$ cat src/wrp_pkg.sv
// ----------------------------------------------------------------------------
// wrp_pkg: shared types and constants of the WAV RIFF chunk parser
// Transaction structs, parser phase codes, tag constants and the INFO tag lookup.
// ----------------------------------------------------------------------------
package wrp_pkg;

   typedef struct packed {
      logic [7:0]  data_byte;
      logic        first_byte;
      logic [31:0] file_length;
   } req_type;

   typedef struct packed {
      logic [1:0]  kind;
      logic [7:0]  out_byte;
      logic [2:0]  tag_index;
      logic [2:0]  status;
      logic [31:0] data_size;
      logic        last;
   } rsp_type;

   typedef enum logic [2:0] {
      OP_HDR, OP_SKIP, OP_DATA, OP_LIST, OP_PAD, OP_IDLE
   } outer_type;

   typedef enum logic [2:0] {
      LP_TYPE, LP_EHDR, LP_PAY, LP_PAD, LP_SKIP
   } list_type;

   localparam logic [1:0] KIND_PCM    = 2'd0;
   localparam logic [1:0] KIND_META   = 2'd1;
   localparam logic [1:0] KIND_STATUS = 2'd2;

   localparam logic [2:0] ST_OK        = 3'd0;
   localparam logic [2:0] ST_SHORT     = 3'd1;
   localparam logic [2:0] ST_BAD_TAG   = 3'd2;
   localparam logic [2:0] ST_NOT_PCM   = 3'd3;
   localparam logic [2:0] ST_NO_DATA   = 3'd4;
   localparam logic [2:0] ST_TRUNCATED = 3'd5;

   localparam int unsigned HEADER_BYTES = 44;

   localparam logic [31:0] ID_RIFF = 32'h52494646;
   localparam logic [31:0] ID_WAVE = 32'h57415645;
   localparam logic [31:0] ID_DATA = 32'h64617461;
   localparam logic [31:0] ID_LIST = 32'h4C495354;
   localparam logic [31:0] ID_INFO = 32'h494E464F;

   localparam logic [3:0] TAG_NONE = 4'd8;

   localparam logic [31:0] INFO_TAGS [8] = '{
      32'h49415254, 32'h49434D54, 32'h49434F50, 32'h49435244,
      32'h49454E47, 32'h49534654, 32'h494E414D, 32'h4953424A
   };

   // first matching tag wins; TAG_NONE when nothing matches
   function automatic logic [3:0] tag_lookup(input logic [31:0] id);
      logic [3:0] res;
      res = TAG_NONE;
      for (int i = 7; i >= 0; i--) begin
         if (id == INFO_TAGS[i]) begin
            res = 4'(i);
         end
      end
      return res;
   endfunction

endpackage

$ cat src/wrp_core.sv
// ----------------------------------------------------------------------------
// wrp_core: per-byte parser state and result generation
// Updates the chunk walker for one registered byte and forms up to two results.
// ----------------------------------------------------------------------------
module wrp_core #(
   parameter int LENGTH_WIDTH = 32
) (
   input  logic            clock,
   input  logic            reset,
   input  logic            step,
   input  wrp_pkg::req_type item,
   output logic [1:0]      push_count,
   output wrp_pkg::rsp_type res0,
   output wrp_pkg::rsp_type res1
);
   import wrp_pkg::*;

   localparam int LW = LENGTH_WIDTH;

   logic [LW-1:0] pos_ff, pos_in;
   logic          fmt_ff, fmt_in;
   outer_type     outer_ff, outer_in;
   logic [31:0]   id_ff, id_in;
   logic [31:0]   csize_ff, csize_in;
   logic [31:0]   cleft_ff, cleft_in;
   list_type      lphase_ff, lphase_in;
   logic [31:0]   loff_ff, loff_in;
   logic [31:0]   eid_ff, eid_in;
   logic [31:0]   eleft_ff, eleft_in;
   logic [3:0]    etag_ff, etag_in;
   logic          fin_ff, fin_in;
   logic [3:0]    chc_ff, chc_in;
   logic [3:0]    ehc_ff, ehc_in;
   logic          eodd_ff, eodd_in;

   logic [LW-1:0] p, fl;
   logic [7:0]    b;
   logic [31:0]   o;
   logic          byte_v, st_v;
   logic [1:0]    byte_kind;
   logic [2:0]    byte_tag, st_code;
   logic [31:0]   st_size;
   rsp_type       byte_r, st_r;

   always_comb begin
      pos_in = pos_ff; fmt_in = fmt_ff; outer_in = outer_ff; id_in = id_ff;
      csize_in = csize_ff; cleft_in = cleft_ff; lphase_in = lphase_ff; loff_in = loff_ff;
      eid_in = eid_ff; eleft_in = eleft_ff; etag_in = etag_ff; fin_in = fin_ff;
      chc_in = chc_ff; ehc_in = ehc_ff; eodd_in = eodd_ff;
      byte_v = 1'b0; byte_kind = KIND_PCM; byte_tag = '0;
      st_v = 1'b0; st_code = ST_OK; st_size = '0;
      b = item.data_byte;
      fl = item.file_length[LW-1:0];
      o = '0;

      // restart on the first byte of a file
      if (item.first_byte) begin
         pos_in = '0; fmt_in = 1'b0; outer_in = OP_HDR; id_in = '0; csize_in = '0;
         cleft_in = '0; lphase_in = LP_TYPE; loff_in = '0; eid_in = '0; eleft_in = '0;
         etag_in = TAG_NONE; fin_in = 1'b0; chc_in = '0; ehc_in = '0; eodd_in = 1'b0;
      end

      p = pos_in;
      if (pos_in != '1) begin
         pos_in = pos_in + 1'b1;
      end

      if (!fin_in) begin
         if (p == '0 && 32'(fl) < 32'(HEADER_BYTES)) begin
            st_v = 1'b1; st_code = ST_SHORT; fin_in = 1'b1;
         end else if (p < LW'(12)) begin
            id_in = {id_in[23:0], b};
            if ((p == LW'(3) && id_in != ID_RIFF) || (p == LW'(11) && id_in != ID_WAVE)) begin
               st_v = 1'b1; st_code = ST_BAD_TAG; fin_in = 1'b1;
            end
         end else begin
            unique case (outer_in)
               OP_HDR: begin
                  if (chc_in < 4'd4) id_in = {id_in[23:0], b};
                  else csize_in = {b, csize_in[31:8]};
                  chc_in = chc_in + 1'b1;
                  if (chc_in == 4'd8) begin
                     chc_in = '0;
                     cleft_in = csize_in;
                     if (({1'b0, p} + 1'b1) >= {1'b0, fl}) begin
                        outer_in = OP_IDLE;
                     end else if (p == LW'(19) && (id_in == ID_DATA || id_in == ID_LIST)) begin
                        st_v = 1'b1; st_code = ST_TRUNCATED; fin_in = 1'b1;
                     end else if (id_in == ID_DATA) begin
                        if (csize_in == '0) begin
                           st_v = 1'b1; st_code = ST_OK; fin_in = 1'b1;
                        end else begin
                           outer_in = OP_DATA;
                        end
                     end else if (csize_in == '0) begin
                        outer_in = csize_in[0] ? OP_PAD : OP_HDR;
                     end else if (id_in == ID_LIST) begin
                        outer_in = OP_LIST; lphase_in = LP_TYPE; loff_in = '0; eid_in = '0;
                     end else begin
                        outer_in = OP_SKIP;
                     end
                  end
               end
               OP_SKIP: begin
                  cleft_in = cleft_in - 1'b1;
                  if (cleft_in == '0) begin
                     outer_in = csize_in[0] ? OP_PAD : OP_HDR; chc_in = '0;
                  end
               end
               OP_DATA: begin
                  byte_v = 1'b1; byte_kind = KIND_PCM;
                  cleft_in = cleft_in - 1'b1;
                  if (cleft_in == '0) begin
                     st_v = 1'b1; st_code = ST_OK; st_size = csize_in; fin_in = 1'b1;
                  end
               end
               OP_LIST: begin
                  o = loff_in;
                  loff_in = loff_in + 1'b1;
                  unique case (lphase_in)
                     LP_TYPE: begin
                        eid_in = {eid_in[23:0], b};
                        if (o == 32'd3) begin
                           lphase_in = (eid_in == ID_INFO) ? LP_EHDR : LP_SKIP;
                           ehc_in = '0;
                        end
                     end
                     LP_EHDR: begin
                        if (ehc_in == '0 && ({1'b0, o} + 33'd8) >= {1'b0, csize_in}) begin
                           lphase_in = LP_SKIP;
                        end else begin
                           if (ehc_in < 4'd4) eid_in = {eid_in[23:0], b};
                           else eleft_in = {b, eleft_in[31:8]};
                           ehc_in = ehc_in + 1'b1;
                           if (ehc_in == 4'd8) begin
                              ehc_in = '0;
                              // entry end is o + 1 + size
                              if (eleft_in == '0 || ({2'b0, o} + 34'd1 + {2'b0, eleft_in})
                                    > {2'b0, csize_in}) begin
                                 lphase_in = LP_SKIP;
                              end else begin
                                 etag_in = tag_lookup(eid_in);
                                 eodd_in = eleft_in[0];
                                 lphase_in = LP_PAY;
                              end
                           end
                        end
                     end
                     LP_PAY: begin
                        if (etag_in != TAG_NONE) begin
                           byte_v = 1'b1; byte_kind = KIND_META; byte_tag = etag_in[2:0];
                        end
                        eleft_in = eleft_in - 1'b1;
                        if (eleft_in == '0) begin
                           lphase_in = eodd_in ? LP_PAD : LP_EHDR; ehc_in = '0;
                        end
                     end
                     LP_PAD: begin
                        lphase_in = LP_EHDR; ehc_in = '0;
                     end
                     default: ;
                  endcase
                  cleft_in = cleft_in - 1'b1;
                  if (cleft_in == '0) begin
                     outer_in = csize_in[0] ? OP_PAD : OP_HDR; chc_in = '0;
                  end
               end
               OP_PAD: begin
                  outer_in = OP_HDR; chc_in = '0;
               end
               default: ;
            endcase
            if (!fin_in && p == LW'(20) && b == 8'd1) fmt_in = 1'b1;
            if (!fin_in && p == LW'(21) && !(fmt_in && b == 8'd0)) begin
               st_v = 1'b1; st_code = ST_NOT_PCM; fin_in = 1'b1;
            end
         end
         if (!fin_in && fl != '0 && p == fl - 1'b1) begin
            st_v = 1'b1; fin_in = 1'b1;
            if (outer_in == OP_DATA) begin
               st_code = ST_TRUNCATED; st_size = csize_in;
            end else begin
               st_code = ST_NO_DATA;
            end
         end
      end
   end

   always_comb begin
      byte_r = '{kind: byte_kind, out_byte: b, tag_index: byte_tag, status: ST_OK,
                 data_size: '0, last: !st_v};
      st_r = '{kind: KIND_STATUS, out_byte: '0, tag_index: '0, status: st_code,
               data_size: st_size, last: 1'b1};
      res0 = byte_v ? byte_r : st_r;
      res1 = st_r;
      push_count = step ? ({1'b0, byte_v} + {1'b0, st_v}) : 2'd0;
   end

   always_ff @(posedge clock) begin
      if (reset) begin
         pos_ff <= '0; fmt_ff <= 1'b0; outer_ff <= OP_HDR; id_ff <= '0; csize_ff <= '0;
         cleft_ff <= '0; lphase_ff <= LP_TYPE; loff_ff <= '0; eid_ff <= '0;
         eleft_ff <= '0; etag_ff <= TAG_NONE; fin_ff <= 1'b0; chc_ff <= '0;
         ehc_ff <= '0; eodd_ff <= 1'b0;
      end else if (step) begin
         pos_ff <= pos_in; fmt_ff <= fmt_in; outer_ff <= outer_in; id_ff <= id_in;
         csize_ff <= csize_in; cleft_ff <= cleft_in; lphase_ff <= lphase_in;
         loff_ff <= loff_in; eid_ff <= eid_in; eleft_ff <= eleft_in; etag_ff <= etag_in;
         fin_ff <= fin_in; chc_ff <= chc_in; ehc_ff <= ehc_in; eodd_ff <= eodd_in;
      end
   end

endmodule

$ cat src/wrp_fifo.sv
// ----------------------------------------------------------------------------
// wrp_fifo: result queue
// Four-entry queue that takes up to two results per cycle and drains one.
// ----------------------------------------------------------------------------
module wrp_fifo (
   input  logic             clock,
   input  logic             reset,
   input  logic [1:0]       push_count,
   input  wrp_pkg::rsp_type push0,
   input  wrp_pkg::rsp_type push1,
   input  logic             pop,
   output logic             not_empty,
   output wrp_pkg::rsp_type head,
   output logic [2:0]       level
);
   import wrp_pkg::*;

   rsp_type    mem_ff [4];
   logic [1:0] rd_ff, rd_in;
   logic [1:0] wr_ff, wr_in;
   logic [2:0] cnt_ff, cnt_in;

   assign not_empty = cnt_ff != '0;
   assign head = mem_ff[rd_ff];
   assign level = cnt_ff;

   always_comb begin
      rd_in = rd_ff + {1'b0, pop};
      wr_in = wr_ff + push_count;
      cnt_in = cnt_ff + {1'b0, push_count} - {2'b0, pop};
   end

   always_ff @(posedge clock) begin
      if (push_count != 2'd0) mem_ff[wr_ff] <= push0;
      if (push_count == 2'd2) mem_ff[wr_ff + 2'd1] <= push1;
   end

   always_ff @(posedge clock) begin
      if (reset) begin
         rd_ff <= '0; wr_ff <= '0; cnt_ff <= '0;
      end else begin
         rd_ff <= rd_in; wr_ff <= wr_in; cnt_ff <= cnt_in;
      end
   end

endmodule

$ cat src/wav_riff_chunk_parser.sv
// ----------------------------------------------------------------------------
// wav_riff_chunk_parser: streaming RIFF/WAVE chunk parser
// One file byte per transaction in; PCM bytes, INFO metadata bytes and one
// final status per file out.
// ----------------------------------------------------------------------------
// Usage:
//   req_* carries one file byte with first_byte and the file length. A
//   transaction moves when valid is high and stall is low. The byte lands in
//   an input register; the parser updates its state from that register and
//   writes zero, one or two results into a four-entry result queue.
//   rsp_* presents the queue head.
// Path: a byte is registered in the input register; its results are then
//   written into the result queue, whose head drives rsp_*.
// Throughput: one byte per cycle while each byte makes at most one result
//   and the receiver does not stall; a byte that makes two results (last data
//   byte plus status) queues an extra result for the single-result output port.
// Reset: clears the parser state and empties the queue. first_byte restarts
//   parsing for a new file.
// Receiver stall: the queue holds its results; once fewer than two slots are
//   free the parser stops; req_stall rises while a byte waits for it.
// ----------------------------------------------------------------------------
module wav_riff_chunk_parser #(
   parameter int LENGTH_WIDTH = 32
) (
   input  logic             clock,
   input  logic             reset,
   input  logic             req_valid,
   output logic             req_stall,
   input  wrp_pkg::req_type req_data,
   output logic             rsp_valid,
   input  logic             rsp_stall,
   output wrp_pkg::rsp_type rsp_data
);
   import wrp_pkg::*;

   req_type    in_ff;
   logic       in_vld_ff, in_vld_in;
   logic       step;
   logic [1:0] push_count;
   rsp_type    res0, res1;
   logic [2:0] level;
   logic       pop;

   // advance only with room for two results
   assign step = in_vld_ff && (level <= 3'd2);
   assign req_stall = in_vld_ff && !step;
   assign pop = rsp_valid && !rsp_stall;

   always_comb begin
      in_vld_in = in_vld_ff;
      if (req_valid && !req_stall) in_vld_in = 1'b1;
      else if (step) in_vld_in = 1'b0;
   end

   always_ff @(posedge clock) begin
      if (req_valid && !req_stall) in_ff <= req_data;
   end

   always_ff @(posedge clock) begin
      if (reset) in_vld_ff <= 1'b0;
      else in_vld_ff <= in_vld_in;
   end

   wrp_core #(.LENGTH_WIDTH(LENGTH_WIDTH)) u_core (
      .clock(clock), .reset(reset), .step(step), .item(in_ff),
      .push_count(push_count), .res0(res0), .res1(res1)
   );

   wrp_fifo u_fifo (
      .clock(clock), .reset(reset), .push_count(push_count), .push0(res0),
      .push1(res1), .pop(pop), .not_empty(rsp_valid), .head(rsp_data), .level(level)
   );

   a_level_bound: assert property (@(posedge clock) disable iff (reset) level <= 3'd4)
      else $error("result queue overflow");
   a_push_room: assert property (@(posedge clock) disable iff (reset)
      push_count != 2'd0 |-> level <= 3'd2)
      else $error("push without room");
   a_status_last: assert property (@(posedge clock) disable iff (reset)
      rsp_valid && rsp_data.kind == KIND_STATUS |-> rsp_data.last)
      else $error("status not last");
   a_stall_hold: assert property (@(posedge clock) disable iff (reset)
      req_stall |=> in_vld_ff)
      else $error("stalled item lost");

endmodule

$ cat config.mk
export PLATFORM = sky130hd
export DESIGN_NAME = wav_riff_chunk_parser
export DESIGN_NICKNAME = d
export VERILOG_FILES = /design/src/wrp_pkg.sv /design/src/wrp_core.sv /design/src/wrp_fifo.sv /design/src/wav_riff_chunk_parser.sv
export SDC_FILE = /design/constraint.sdc
export NUM_CORES = 2
export LEC_CHECK = 0
export BUFFER_PORTS_ARGS = -buffer_cell sky130_fd_sc_hd__buf_2
export CORE_UTILIZATION = 50
export CTS_CLUSTER_SIZE = 16
export DETAILED_ROUTE_END_ITERATION = 16
export PLACE_DENSITY_LB_ADDON = 0.12
export SYNTH_ARGS = -nofsm -noshare
export SYNTH_HDL_FRONTEND = slang
export SYNTH_HIERARCHICAL = 1
export SYNTH_SLANG_ARGS = --single-unit
$ cat constraint.sdc
create_clock -name clock -period 13.6 [get_ports clock]
set_input_delay 0.68 -clock clock [delete_from_list [all_inputs] [get_ports clock]]
set_output_delay 0.68 -clock clock [all_outputs]
set_load 0.02 [all_outputs]
Word-level counts from Yosys, hierarchy flattened
Memories as Yosys holds them, arrays and structs flattened. A register that Yosys moved wholly into a read port is not among the register bits.
Index checks and enable logic that the tools add are counted.
- reductions and logical operators: 41
- equality and inequality tests: 34
- mux-type cells: 227
- magnitude comparators: 8
- add/sub/neg operators: 17
- operator list (operator ; number):
    32-bit two-way mux ; 75
    32-bit by 31-bit equality test with 1-bit output, second input constant ; 11
    32-bit case mux with 2 select lines ; 5
    32-bit logical NOT ; 5
    3-bit two-way mux ; 45
    4-bit two-way mux ; 32
    32-bit by 5-bit equality test with 1-bit output, second input constant ; 3
    32-bit by 1-bit subtractor with 32-bit output, second input constant ; 3
    32-bit by 1-bit adder with 33-bit output, second input constant ; 2
    33-bit by 32-bit >= comparator with 1-bit output ; 2
    32-bit by 1-bit adder with 32-bit output, second input constant ; 2
    32-bit by 2-bit equality test with 1-bit output, second input constant ; 2
    32-bit by 31-bit inequality test with 1-bit output, second input constant ; 2
    1-bit two-way mux ; 52
    49-bit two-way mux ; 1
    34-bit by 32-bit adder with 34-bit output ; 1
    34-bit by 32-bit > comparator with 1-bit output ; 1
    32-bit by 4-bit adder with 33-bit output, second input constant ; 1
    32-bit equality test ; 1
    32-bit by 4-bit equality test with 1-bit output, second input constant ; 1
    32-bit by 4-bit < comparator with 1-bit output, second input constant ; 1
    32-bit by 6-bit < comparator with 1-bit output, second input constant ; 1
    32-bit inequality test, second input constant ; 1
    32-bit nonzero test ; 1
    other kinds (33) ; 76
- register bits: 294
- bits in writable memories: 196
- input bits: 45
- memories kept: 1
- logic and storage cells: 350
- output and inout bits: 51
- memories (memory ; words ; width ; rd ports ; clocked after memory_dff ; write ports ; line ; RTL):
    u_fifo.mem_ff ; 4 ; 49 ; 1 ; 1 ; 2 ; wrp_fifo.sv:18 ; rsp_type mem_ff [4];

Longest topological paths before layout
- depth in word-level cells: 41
- depth in mapped cells: 41
- gate-level depth less buffers: 30

Hierarchy
The synthesis kept the hierarchy.
- modules (own cells, without submodules) (module ; sequential area each (um^2) ; area each (um^2) ; instances ; cells each):
    wrp_core ; 4904.7 ; 24176.9 ; 1 ; 3548
    wrp_fifo ; 6025.8 ; 9909.5 ; 1 ; 516
    wav_riff_chunk_parser ; 1251.2 ; 1303.8 ; 1 ; 51

Worst setup path after synthesis
OpenSTA, ideal clock, no wires.
- kind: flip-flop to flip-flop
- start point: reg in_ff[32] (netlist name)
- end point: mem u_fifo/mem_ff[0][0] (netlist name) (enable)
- period minus slack after synthesis: 11.108 ns
- setup time: 0.529 ns
- slack: 2.492 ns
- stages on the path, launching flop included: 36
- arrival time: 10.580 ns
- required time: 13.071 ns
- buffers on the path: 9
- cells stage by stage: edfxtp_1 buf_2 clkbuf_1 inv_1 clkbuf_1 clkbuf_1 clkbuf_1 clkbuf_1 clkbuf_1 buf_1 nand2_1 inv_1 ha_1 nand3_1 nor4_1 and3_1 clkbuf_1 nand2_1 nor2_1 nand3_1 xor2_1 nor2_1 ha_1 nand4_1 o21ai_0 a2111oi_0 or3_1 a311o_1 nand4_1 o32ai_1 o31ai_1 a31oi_1 ha_1 and2_1 nor2_1 o31ai_1
- RTL lines (element ; line ; RTL):
    from (decl) ; wav_riff_chunk_parser.sv:36 ; req_type in_ff;
    from (signal assigned) ; wav_riff_chunk_parser.sv:56 ; if (req_valid && !req_stall) in_ff <= req_data;
    to (decl) ; wrp_fifo.sv:18 ;

==> results.json <==
{
  "cp.arrival_ns": 9.28,
  "yosys.cell_count.top_type": "nor2_1",
  "fp.coreArea_sq_um": 70000,
  "clk_latency_ns": 0.65,
  "start_kind": "flip-flop",
  "grt_max_degree": 111,
  "multi_input_area_sq_um": 21600,
  "grt_overflow": 0,
  "ir_worst_vdd_mv": 0.0974,
  "hpwl_um": 87500,
  "grt_pass1_vias": 30833,
  "hold_buffers": 0,
  "wl_per_cell_um": 24.7,
  "cts_resized": 0,
  "synth_cell_types": 106,
  "initial_utilization_pct": 50.5,
  "drive_above_1_share_pct": 13.8,
  "regArea_sq_um": 12200,
  "design_area_sq_um": 38400,
  "yosysSeqAreaShare_pct": 34.4,
  "synth-edff-count": 237,
  "post_cts_buffers": 0,
  "status": "completed",
  "firstDrtPassIters": 6,
  "routed_wl_um": 125000,
  "cts.reportedPaths.clkPinSlew_ns": 0.06,
  "synth_top_cell_by_area": "edfxtp_1",
  "fin_ws_ns": 4.56,
  "placed_area_sq_um": 36500,
  "post-route-period-util_pct": 66.5,
  "postRouteAntennaNets": 0,
  "gr-usage-all-layers_pct": 34.4,
  "maxCapViolations": 0,
  "cts_buffer_depth": 3,
  "netlist.area_leader.share_pct": 20.1,
  "fill_cells": 6588,
  "p_leak_nw": 14.0,
  "fin_worst_skew_ns": 0.0412,
  "powerDensity_nw_per_um2": 110,
  "die-area_sq_um": 71800,
  "setup_tns_ns": 0,
  "ys_ff_latch": 490,
  "clockRootBuffer": "clkbuf_16",
  "drc": 0,
  "async_reset_ff_share_pct": 0,
  "instances_no_fill": 5058,
  "holdWs_ns": 0.211,
  "synth_commonest_cells": "nor2_1 (504), nand2_1 (387), a21oi_1 (286)",
  "min_period_ns": 9.04,
  "drv_slew": 0,
  "place_inst": 4953,
  "final-hold-violation-count": 0,
  "r2r_slack_ns": 4.56,
  "ys_warn_count": 6,
  "cts_tree": "done",
  "drtIter0Drc": 4201,
  "fin_nets": 4264,
  "die_h_um": 268,
  "slew_headroom_pct": 12.4,
  "hold_path.class": "in2reg",
  "gp_congestion": 1.00,
  "worstMarginPinSlew_ns": 1.31,
  "fmax_ghz": 0.111,
  "synth_area_sq_um": 35400,
  "synthTopCellsByArea": "edfxtp_1 (20%), dfxtp_1 (14%), mux2_2 (5.6%)",
  "synthFlopType": "dfxtp_1",
  "dp_slack_ns": 4.61,
  "endpoint_kind": "flip-flop",
  "num_vias": 33215,
  "io_pins": 96,
  "critPathRequiredTime_ns": 13.84,
  "grt_setup_unrepaired": "no",
  "crit_fanout": 110,
  "grt_pass1_wl_um": 190000,
  "die_w_um": 268,
  "antenna_found_initial": 4,
  "cts_max_level": 2,
  "cts.sinks": 490,
  "io_buffers": 95,
  "rows": 97,
  "fin_util_pct": 54.8,
  "finalSetupViolations": 0,
  "finalPower_mw": 4.23,
  "syn-instance-count": 4115,
  "syn2layout_area_growth_pct": 8.40,
  "viasPerCell": 6.57,
  "synth.avg_cell_area_sq_um": 8.60,
  "cts_buffers": 56,
  "critical_path_class": "reg2reg"
}
routing by layer:
metal / up-vias / part of all wire [%] / GRT usage, %
met3: 366 / 9.3 / 5.65
met1: 15786 / 41 / 46.4
met2: 1841 / 45 / 53.5
met5: - / 0.030 / 0
li1: 15216 / - / -
met4: 6 / 4.9 / 16.5
path summary, 6_finish.rpt:
check                start             endpoint  cells after the start
max              in_ff[32]  u_fifo/mem_ff[2][2]                     27
min           req_data[24]            in_ff[24]                      1
min reg2reg  u_core/fmt_ff        u_core/fmt_ff                      2
max reg2reg      in_ff[32]  u_fifo/mem_ff[2][2]                     27
critical path: stages, from the launching register on:
cell and delay [ns]:
edfxtp_1 0.42, buf_12 0.24, buf_4 0.39, nor4_1 0.53
nor3b_1 0.78, nand4_1 0.52, nor2_1 0.35, and2_1 0.18
nand2_1 0.06, xor2_1 0.15, nor2_1 0.13, ha_1 0.26
nand3_1 0.07, o21ai_0 0.07, a2111oi_0 0.42, or3_1 0.17
a311o_1 0.22, nand4_1 0.18, o32ai_1 0.26, o31ai_1 0.16
a31oi_1 0.53, ha_1 0.26, inv_1 0.08, nor2_1 0.39
and4bb_2 0.30, buf_4 0.58, o21bai_4 0.25, buf_4 0.59
state kept, by name, summed over array words and instances, names as in the netlist, 3 cells and up:
name and count:
u_core/eleft_ff 32, u_core/pos_ff 32, u_core/eid_ff 32, u_fifo/level 3
u_core/loff_ff 32, u_core/csize_ff 32, u_core/chc_ff 4, u_fifo/mem_ff 196
u_core/outer_ff 3, in_ff 41, u_core/id_ff 32, u_core/cleft_ff 32
u_core/ehc_ff 4, u_core/lphase_ff 3, u_core/etag_ff 4
cell families after synthesis:
family / share of synthesized area [%]
compound gates: 19.4
xor+xnor: 3.77
fa+ha+maj: 5.30
buf+inv: 4.97
flops: 34.4
mux: 10.6
other cells: 0.0212
simple gates: 21.5
cell type report:
type | count | share of cell area [%]
clock buffers | 81 | 4.13
well taps | 940 | 3.07
flip-flops and latches | 490 | 31.8
clock inverters | 22 | 0.584
diodes | 2 | 0.0130
repair buffers | 182 | 2.99
inverters | 121 | 1.19
multi-input cells | 3220 | 56.3
layout by cell type (no fill, tap or decap), types with 56 or more instances in the layout:
| cell | count |
|---|---|
| a21oi_1 | 285 |
| a22oi_1 | 109 |
| buf_2 | 94 |
| buf_4 | 86 |
| clkbuf_16 | 56 |
| dfxtp_1 | 251 |
| edfxtp_1 | 237 |
| ha_1 | 146 |
| inv_1 | 120 |
| mux2_2 | 176 |
| nand2_1 | 387 |
| nand3_1 | 83 |
| nand4_1 | 66 |
| nor2_1 | 496 |
| nor2b_1 | 88 |
| nor3_1 | 117 |
| nor4_1 | 75 |
| o21ai_0 | 182 |
| o22ai_1 | 80 |
| xnor2_1 | 92 |
power breakdown:
group	switching [mW]	internal, mW
Sequential	0.0868	1.60
Clock	0.645	0.866
Combinational	0.657	0.378
No activity file was read; power rests on OpenSTA's default activity.
